**src/rtl/gaussian_blur_5x5_rgb_macros.svh**
```systemverilog
// assertion macros shared by the gaussian blur rtl
// expects clk and arst_n in the scope of the module that uses them
`ifndef GAUSSIAN_BLUR_5X5_RGB_MACROS_SVH
`define GAUSSIAN_BLUR_5X5_RGB_MACROS_SVH

`ifndef NO_ASSERTIONS

// same-cycle implication, sampled on clk, off during reset
`define GB_ASSERT_IMPLY(name, cond, prop) \
	name: assert property (@(posedge clk) disable iff (!arst_n) (cond) |-> (prop)) \
		else $error("gaussian blur check failed");

// next-cycle implication, sampled on clk, off during reset
`define GB_ASSERT_NEXT(name, cond, prop) \
	name: assert property (@(posedge clk) disable iff (!arst_n) (cond) |=> (prop)) \
		else $error("gaussian blur check failed");

`else

`define GB_ASSERT_IMPLY(name, cond, prop)
`define GB_ASSERT_NEXT(name, cond, prop)

`endif

`endif

```
**src/rtl/gblur_pkg.sv**
```systemverilog
// types, constants and kernel arithmetic for the 5x5 gaussian blur
// no dependencies
`timescale 1ns / 1ps

package gblur_pkg;

	localparam int MAX_WIDTH   = 4096;
	localparam int KERNEL_SIZE = 5;
	localparam int LINES       = KERNEL_SIZE - 1;
	localparam int HALF        = KERNEL_SIZE / 2;

	localparam int COL_W  = $clog2(MAX_WIDTH);
	localparam int EW_W   = COL_W + 1;
	localparam int SLOT_W = $clog2(LINES);
	localparam int ROW_W  = 16;
	localparam int FW_W   = 13;
	localparam int FH_W   = 16;
	localparam int CH_W   = 8;
	localparam int VS_W   = 12;
	localparam int HS_W   = 16;
	localparam int OUT_COL_W = 12;

	localparam int CFG_IDX_W  = 1;
	localparam int CFG_DATA_W = 16;

	// register indexes of the configuration port
	localparam logic [CFG_IDX_W-1:0] REG_FRAME_WIDTH  = 1'd0;
	localparam logic [CFG_IDX_W-1:0] REG_FRAME_HEIGHT = 1'd1;

	localparam logic [FW_W-1:0] MIN_WIDTH  = 13'd5;
	localparam logic [FH_W-1:0] MIN_HEIGHT = 16'd5;
	localparam logic [FW_W-1:0] RST_WIDTH  = 13'd4000;
	localparam logic [FH_W-1:0] RST_HEIGHT = 16'd4000;

	typedef struct packed {
		logic [CH_W-1:0] blue;
		logic [CH_W-1:0] green;
		logic [CH_W-1:0] red;
	} pix_t;

	typedef struct packed {
		logic [VS_W-1:0] blue;
		logic [VS_W-1:0] green;
		logic [VS_W-1:0] red;
	} vsum_t;

	// line store access for one accepted pixel
	typedef struct packed {
		logic              en;
		logic [COL_W-1:0]  addr;
		logic [SLOT_W-1:0] slot;
	} lb_ctl_t;

	// 1 4 6 4 1 weighting of five samples
	function automatic logic [HS_W-1:0] binom5(input logic [HS_W-1:0] a, input logic [HS_W-1:0] b,
		input logic [HS_W-1:0] c, input logic [HS_W-1:0] d, input logic [HS_W-1:0] e);
		binom5 = a + (b << 2) + (c << 2) + (c << 1) + (d << 2) + e;
	endfunction

endpackage

```
**src/rtl/gblur_window.sv**
```systemverilog
// separable 5x5 window: vertical column sums shifted through five registers,
// horizontal weighting and divide by 256; depends on gblur_pkg
`timescale 1ns / 1ps

module gblur_window (
	input  logic            clk,
	input  logic            shift,
	input  gblur_pkg::pix_t col [gblur_pkg::KERNEL_SIZE],
	output gblur_pkg::pix_t blur
);

	gblur_pkg::vsum_t vs_new;
	gblur_pkg::vsum_t hwin_q [gblur_pkg::KERNEL_SIZE];
	logic [gblur_pkg::HS_W-1:0] hs_red, hs_green, hs_blue;

	// vertical 1 4 6 4 1 sum of the incoming column
	always_comb begin
		vs_new.red   = gblur_pkg::VS_W'(gblur_pkg::binom5(
			gblur_pkg::HS_W'(col[0].red), gblur_pkg::HS_W'(col[1].red),
			gblur_pkg::HS_W'(col[2].red), gblur_pkg::HS_W'(col[3].red),
			gblur_pkg::HS_W'(col[4].red)));
		vs_new.green = gblur_pkg::VS_W'(gblur_pkg::binom5(
			gblur_pkg::HS_W'(col[0].green), gblur_pkg::HS_W'(col[1].green),
			gblur_pkg::HS_W'(col[2].green), gblur_pkg::HS_W'(col[3].green),
			gblur_pkg::HS_W'(col[4].green)));
		vs_new.blue  = gblur_pkg::VS_W'(gblur_pkg::binom5(
			gblur_pkg::HS_W'(col[0].blue), gblur_pkg::HS_W'(col[1].blue),
			gblur_pkg::HS_W'(col[2].blue), gblur_pkg::HS_W'(col[3].blue),
			gblur_pkg::HS_W'(col[4].blue)));
	end

	always_ff @(posedge clk) begin
		if (shift) begin
			for (int j = 0; j < gblur_pkg::KERNEL_SIZE - 1; j++) begin
				hwin_q[j] <= hwin_q[j + 1];
			end
			hwin_q[gblur_pkg::KERNEL_SIZE - 1] <= vs_new;
		end
	end

	// horizontal weighting, top byte is the divide by 256
	always_comb begin
		hs_red   = gblur_pkg::binom5(
			gblur_pkg::HS_W'(hwin_q[0].red), gblur_pkg::HS_W'(hwin_q[1].red),
			gblur_pkg::HS_W'(hwin_q[2].red), gblur_pkg::HS_W'(hwin_q[3].red),
			gblur_pkg::HS_W'(hwin_q[4].red));
		hs_green = gblur_pkg::binom5(
			gblur_pkg::HS_W'(hwin_q[0].green), gblur_pkg::HS_W'(hwin_q[1].green),
			gblur_pkg::HS_W'(hwin_q[2].green), gblur_pkg::HS_W'(hwin_q[3].green),
			gblur_pkg::HS_W'(hwin_q[4].green));
		hs_blue  = gblur_pkg::binom5(
			gblur_pkg::HS_W'(hwin_q[0].blue), gblur_pkg::HS_W'(hwin_q[1].blue),
			gblur_pkg::HS_W'(hwin_q[2].blue), gblur_pkg::HS_W'(hwin_q[3].blue),
			gblur_pkg::HS_W'(hwin_q[4].blue));
		blur.red   = hs_red[gblur_pkg::HS_W-1 -: gblur_pkg::CH_W];
		blur.green = hs_green[gblur_pkg::HS_W-1 -: gblur_pkg::CH_W];
		blur.blue  = hs_blue[gblur_pkg::HS_W-1 -: gblur_pkg::CH_W];
	end

endmodule
```
**config.mk**
```make
export PLATFORM = sky130hd
export DESIGN_NAME = gblur_window
export DESIGN_NICKNAME = d
export VERILOG_FILES = /design/src/rtl/gaussian_blur_5x5_rgb_macros.svh /design/src/rtl/gblur_pkg.sv /design/src/rtl/gblur_window.sv
export SDC_FILE = /design/constraint.sdc
export NUM_CORES = 1
export LEC_CHECK = 0
export BUFFER_PORTS_ARGS = -buffer_cell sky130_fd_sc_hd__buf_4
export CORE_MARGIN = 5
export CORE_UTILIZATION = 46
export DETAILED_ROUTE_END_ITERATION = 10
export HOLD_SLACK_MARGIN = 0.03
export PLACE_DENSITY = 0.74
export SLEW_MARGIN = 20
export SYNTH_ARGS = -nofsm -noshare
export SYNTH_HDL_FRONTEND = slang
export SYNTH_SLANG_ARGS = --single-unit
```
**constraint.sdc**
```tcl
create_clock -name clk -period 6.84 [get_ports clk]
set_clock_uncertainty 0.15 [all_clocks]
set_input_delay 1.368 -clock clk [delete_from_list [all_inputs] [get_ports clk]]
set_output_delay 1.368 -clock clk [all_outputs]
set_load 0.005 [all_outputs]
```
==> results of run 1 <==
-- placed cells by master, fill, tap and decap left out, drive strengths merged, types with 2 or more instances in the layout --
cell type	netlist	layout
xor2	17	17
nand2b	4	4
o21ai	11	11
clkinvlp	0	4
bufinv	0	4
buf	0	147
o31ai	2	2
nor4	2	2
clkinv	0	3
and3	3	3
nand2	11	11
clkbuf	0	19
fa	210	210
ha	95	95
a221oi	4	4
edfxtp	180	180
o21a	11	11
nand3	6	6
and2	3	3
nor3	9	9
a211oi	4	4
nor3b	2	2
o41a	3	3
o31a	2	2
nor2b	12	12
or2	3	3
nor2	32	32
o41ai	2	2
or3	2	2
inv	325	327
a21o	17	17
o211ai	2	2
a21oi	25	25
o21bai	2	2
xnor2	30	30
-- cells by family (layout without fill, tap and decap cells) --
| group | count (synthesis) | count (layout) | share of synthesized area (%) |
|---|---|---|---|
| AO/OA/AOI/OAI | 97 | 97 | 5.24 |
| XOR/XNOR | 47 | 47 | 3.02 |
| adder cells (fa/ha/maj) | 305 | 305 | 39.5 |
| buffers and inverters | 325 | 504 | 8.94 |
| flip-flops | 180 | 180 | 39.6 |
| AND/OR/NAND/NOR | 94 | 94 | 3.62 |
-- worst paths after layout --
kind / start / end / slack [ps]
hold / removal: hwin_q[0][135] / hwin_q[0][99] / 290
hold reg to reg: hwin_q[0][135] / hwin_q[0][99] / 290
setup reg to reg: hwin_q[0][70] / hwin_q[0][34] / 5910
setup / recovery: hwin_q[0][60] / blur[22] / 500
-- metrics by stage --
step / instances / util [%] / hold WS, ps / setup slack (ps)
after floorplan: 1048 / - / 267 / 1400
after global placement: 1585 / 51.7 / 279 / 1050
after detailed placement: 1585 / 51.7 / 283 / 928
after CTS: 1617 / 53.8 / 295 / 469
after global routing: 1617 / 53.8 / 309 / 222
final: 1617 / 53.8 / 294 / 504
-- layer usage --
metal / vias to the layer above / routed length [um] / global-route usage, % / share of wire [%]
li1: 3641 / - / - / -
met1: 3854 / 9200 / 18.4 / 40
met2: 118 / 12400 / 26.4 / 54
met3: 18 / 804 / 2.77 / 3.5
met4: 0 / 347 / 3.78 / 1.5
met5: - / 0 / 0 / 0
-- Yosys cell counts, drive strengths merged, types with 3 or more instances --
master / count
and3: 3
inv: 325
nand2: 11
a211oi: 4
a21oi: 25
a21o: 17
nand2b: 4
nand3: 6
xor2: 17
edfxtp: 180
o21ai: 11
o41a: 3
ha: 95
a221oi: 4
or2: 3
o21a: 11
nor2b: 12
and2: 3
nor2: 32
xnor2: 30
nor3: 9
fa: 210
-- area by class of cell --
cell class | instances | area, um^2 | area share (%)
Clock buffer | 19 | 433 | 2.73
Clock inverter | 13 | 201 | 1.27
Inverter | 325 | 1220 | 7.69
Multi-Input combinational cell | 543 | 7010 | 44.2
Sequential cell | 180 | 5410 | 34.1
Tap cell | 390 | 488 | 3.08
Timing Repair Buffer | 147 | 1110 | 6.98
-- worst max-delay path: stages, from the launching register on --
cell	delay, ps
edfxtp_1	400
ha_1	230
fa_1	410
a21o_1	190
a21oi_1	210
o21bai_1	120
a41oi_1	390
nor4b_1	90
a211oi_1	280
fa_1	450
inv_1	70
ha_1	220
ha_1	320
nand2_1	90
nor2_1	40
a32o_1	320
o31ai_1	270
xnor2_1	160
buf_4	130
==> impl_results.md, run 1 <==
- DR vias: 7631
- IO Pins: 146
- Worst EP required: 5320 ps
- Ant diodes: 0
- Cts bufs inserted: 17
- Chip width: 182 um
- Worst skew pair latency: 420 ps
- Synth top area share: 39.6%
- Vias per inst: 4.72
- Number of global-route vias before repair: 8480
- Design area: 15900 um^2
- RSZ-0062 raised after global routing: false
- Library cells used by synthesis: 54
- DIE HEIGHT: 182 um
- CTS clock-pin slew for the worst setup and hold paths: 70 ps
- Post-synthesis sequential area ratio: 39.6%
- Hold crit path type: flop to flop
- CTS tree: done
- Yosys warnings: 0
- R2r worst-path depth: 0
- Slew headroom: 45.0%
- Post-CTS Hold Buffers: 0
- Die area: approximately 33000 um^2
- F_max: 0.158 GHz
- Syn Std Cell Area: 13600 um^2
- Final Critical Period: 6340 ps
- Antenna violations before repair: 0
- Tcrit/Tclk final: slightly above 90%
- Biggest register: hwin_q
- Post-detail-place hpwl: 19.0 mm
- Top Registers: hwin_q: 180 flops
- Slew Viols, Final: 0
- Top cell type by total area after synthesis: edfxtp_1
- Post-DRT Antenna Nets: 0
- CP Launch Type: flop
- Number of flip-flops in the largest register: 180
- WL per Instance: 14.1 um
- Longest Clk Path Bufs: 2
- CTS Root Cell: clkbuf_16
- First-pass DRT Iterations: 4
- Placement Cell Area: about 15000 um^2
- Max-cap violation count: 0
- Synth Area per Inst: 13.0 um^2
- Syn nets: 1475
- Area Growth Syn to Fin: 16.3%
- Largest net degree at the start of global routing: 64
- Post-cts sizing count: 0
- Fillers: 2532
- Drt initial violations: 310
- FFs w/ async S/R, synth: 0%
- Post-CTS setup buffer count: 0
- Crit Path Class: flop to primary output
- Max FO, Critical Path: 4
- Final hold vios: 0
- Setup Viol. Count Final: 0
- GPL Wtd Cong: 0.798
- Remaining DRCs: 0
- Tightest Pin Transition: slightly above 800 ps
- H-tree levels: 4
- IO buf count: 145
- Nets: 1641
- Gate Count Post-Synth: 1048
- Placement Rows: 63
- Status: finished, final reports clean
- Core area: 29500 um^2
- Sinks on Clock Net: 180
- Hold depth: 0
- Synth area leaders: edfxtp_1 40%, fa_1 31%, inv_1 8.9%, ha_1 8.7%, xnor2_1 1.9%
- GR Overflow Total: 0
- Post-synth EDFFs: 180
- First-pass GRT wire length: ~39 mm
- DRT Wirelength: 22.7 mm
- Primary FF master, synth: edfxtp_1
- Starting Density: 46.3%
- Layout cells sized above 1: 15.2%
- Worst setup EP type: primary output
- Yosys reg bits: 180
- Gr usage total: 14.7%
- Setup TNS: 0 ps
- Critical path data arrival time: 4820 ps
Power of run 1 is not shown: default switching activity piles up to over one toggle a cycle in this logic, so the estimate is an artifact.
==> run 2: changes to the inputs <==
BUFFER_PORTS_ARGS = -buffer_cell sky130_fd_sc_hd__buf_2   (was -buffer_cell sky130_fd_sc_hd__buf_4)
==> impl_results.md, run 2 (synthesis gave the netlist of run 1 again) <==
- Status: finished, final reports clean
- Ant diodes: 0
- Hold Worst Slack: 289 ps
- First-pass GRT wire length: 38.5 mm
- Cts bufs inserted: 17
- Hold Path End: hwin_q[0][66]
- RSZ-0062 raised after global routing: false
- Slew Viols, Final: 0
- Worst EP required: 5320 ps
- DRT Wirelength: 21.9 mm
- Post-cts sizing count: 0
- Setup Viol. Count Final: 0
- Sinks on Clock Net: 180
- Starting Density: 46.3%
- CTS tree: done
- Most common cell after layout, fill and taps aside: inv_1
- Critical path data arrival time: 4880 ps
- R2r worst-path depth: 0
- Placement Cell Area: 14900 um^2
- Die area: 33200 um^2
- Fillers: about 2.5k
- Nets: 1641
- CTS Root Cell: clkbuf_16
- Hold depth: 0
- Slew headroom: roughly half
- Reg-to-reg critical path startpoint: hwin_q[0][70]
- Post-CTS setup buffer count: 0
- GPL Wtd Cong: 0.841
- Worst setup EP type: primary output
- GR Overflow Total: 0
- Largest net degree at the start of global routing: 83
- CP Launch Type: flop
- WL per Instance: around 14 um
- Final Critical Period: 6390 ps
- Hold crit path type: flop to flop
- Core area: 29500 um^2
- Max FO, Critical Path: 4
- F_max: 0.156 GHz
- Chip width: ~180 um
- Max-cap violation count: 0
- H-tree levels: 4
- Area Growth Syn to Fin: 13.3%
- R2R Path End: hwin_q[0][34]
- R2R setup slack: 5910 ps
- DP Worst Slack: 974 ps
- IO Pins: 146
- Worst setup margin: 446 ps
- Remaining DRCs: 0
- Worst skew pair latency: 420 ps
- Number of flip-flops in the largest register: 180
- Longest Clk Path Bufs: 2
- IO buf count: 145
- First-pass DRT Iterations: 7
- DIE HEIGHT: 182 um
- HP Start: hwin_q[0][102]
- Post-CTS Hold Buffers: 0
- Gr usage total: 14.3%
- Most frequent cells in the layout: 325 x inv_1, 210 x fa_1, 180 x edfxtp_1, 144 x buf_2, 95 x ha_1
- Top Registers: hwin_q: 180 flops
- Final hold vios: 0
- Tightest Pin Transition: 766 ps
- Tcrit/Tclk final: 93.5%
- DR vias: 7575
- Drt initial violations: 368
- Crit Path Class: flop to primary output
- Setup TNS: 0 ps
- Post-DRT Antenna Nets: 0
- Post-detail-place hpwl: around 18 mm
- Number of global-route vias before repair: ~8.4k
- Design area: ~15000 um^2
- Antenna violations before repair: 0
- Biggest register: hwin_q
- Placement Rows: 63
- CTS clock-pin slew for the worst setup and hold paths: 70 ps
- Layout cells sized above 1: between 10% and 20%
- Vias per inst: 4.68
[run 2: per-stage QoR]
| step | utilization [%] | cells |
|---|---|---|
| 4_1_cts | 52.4 | 1617 |
| 5_1_grt | 52.4 | 1617 |
| 3_5_place_dp | 50.4 | 1585 |
| 3_3_place_gp | 50.4 | 1585 |
| 2_1_floorplan | - | 1048 |
| 6_report | 52.4 | 1617 |
[run 2: worst max path at each step]
stage | end | cells after the start | from
2_1_floorplan | blur[23] | 17 | hwin_q[0][60]
3_3_place_gp | blur[23] | 18 | hwin_q[0][60]
3_5_place_dp | blur[23] | 17 | hwin_q[0][27]
4_1_cts | blur[22] | 17 | hwin_q[0][27]
5_1_grt | blur[23] | 18 | hwin_q[0][60]
6_report | blur[22] | 17 | hwin_q[0][27]
[run 2: critical path: stages, from the launching register on]
cell and delay [ps]:
edfxtp_1 430, ha_1 310, a21o_1 170, a21oi_1 300, o21bai_1 130, a2111oi_0 490, nor2_1 110, xnor2_1 160
fa_1 530, inv_1 40, ha_1 340, and2_1 190, a221oi_2 290, o21ai_1 130, a32o_1 290, o31ai_1 270
xnor2_1 140, buf_2 130
[run 2: layout make-up]
type	count	area, um^2	area share [%]
well taps	390	488	3.16
multi-input cells	543	7010	45.4
clock inverters	15	154	0.996
repair buffers	147	747	4.83
inverters	325	1220	7.89
clock buffers	17	425	2.75
flip-flops and latches	180	5410	35.0
[run 2: per-layer routing]
layer,part of all wire [%],vias up,GRT usage [%]
met5,0,-,0
met4,1.3,0,3.96
met3,3.5,23,2.41
met2,54,139,25.0
met1,42,3772,18.5
li1,-,3641,-
Power of run 2 is left out for the same reason.
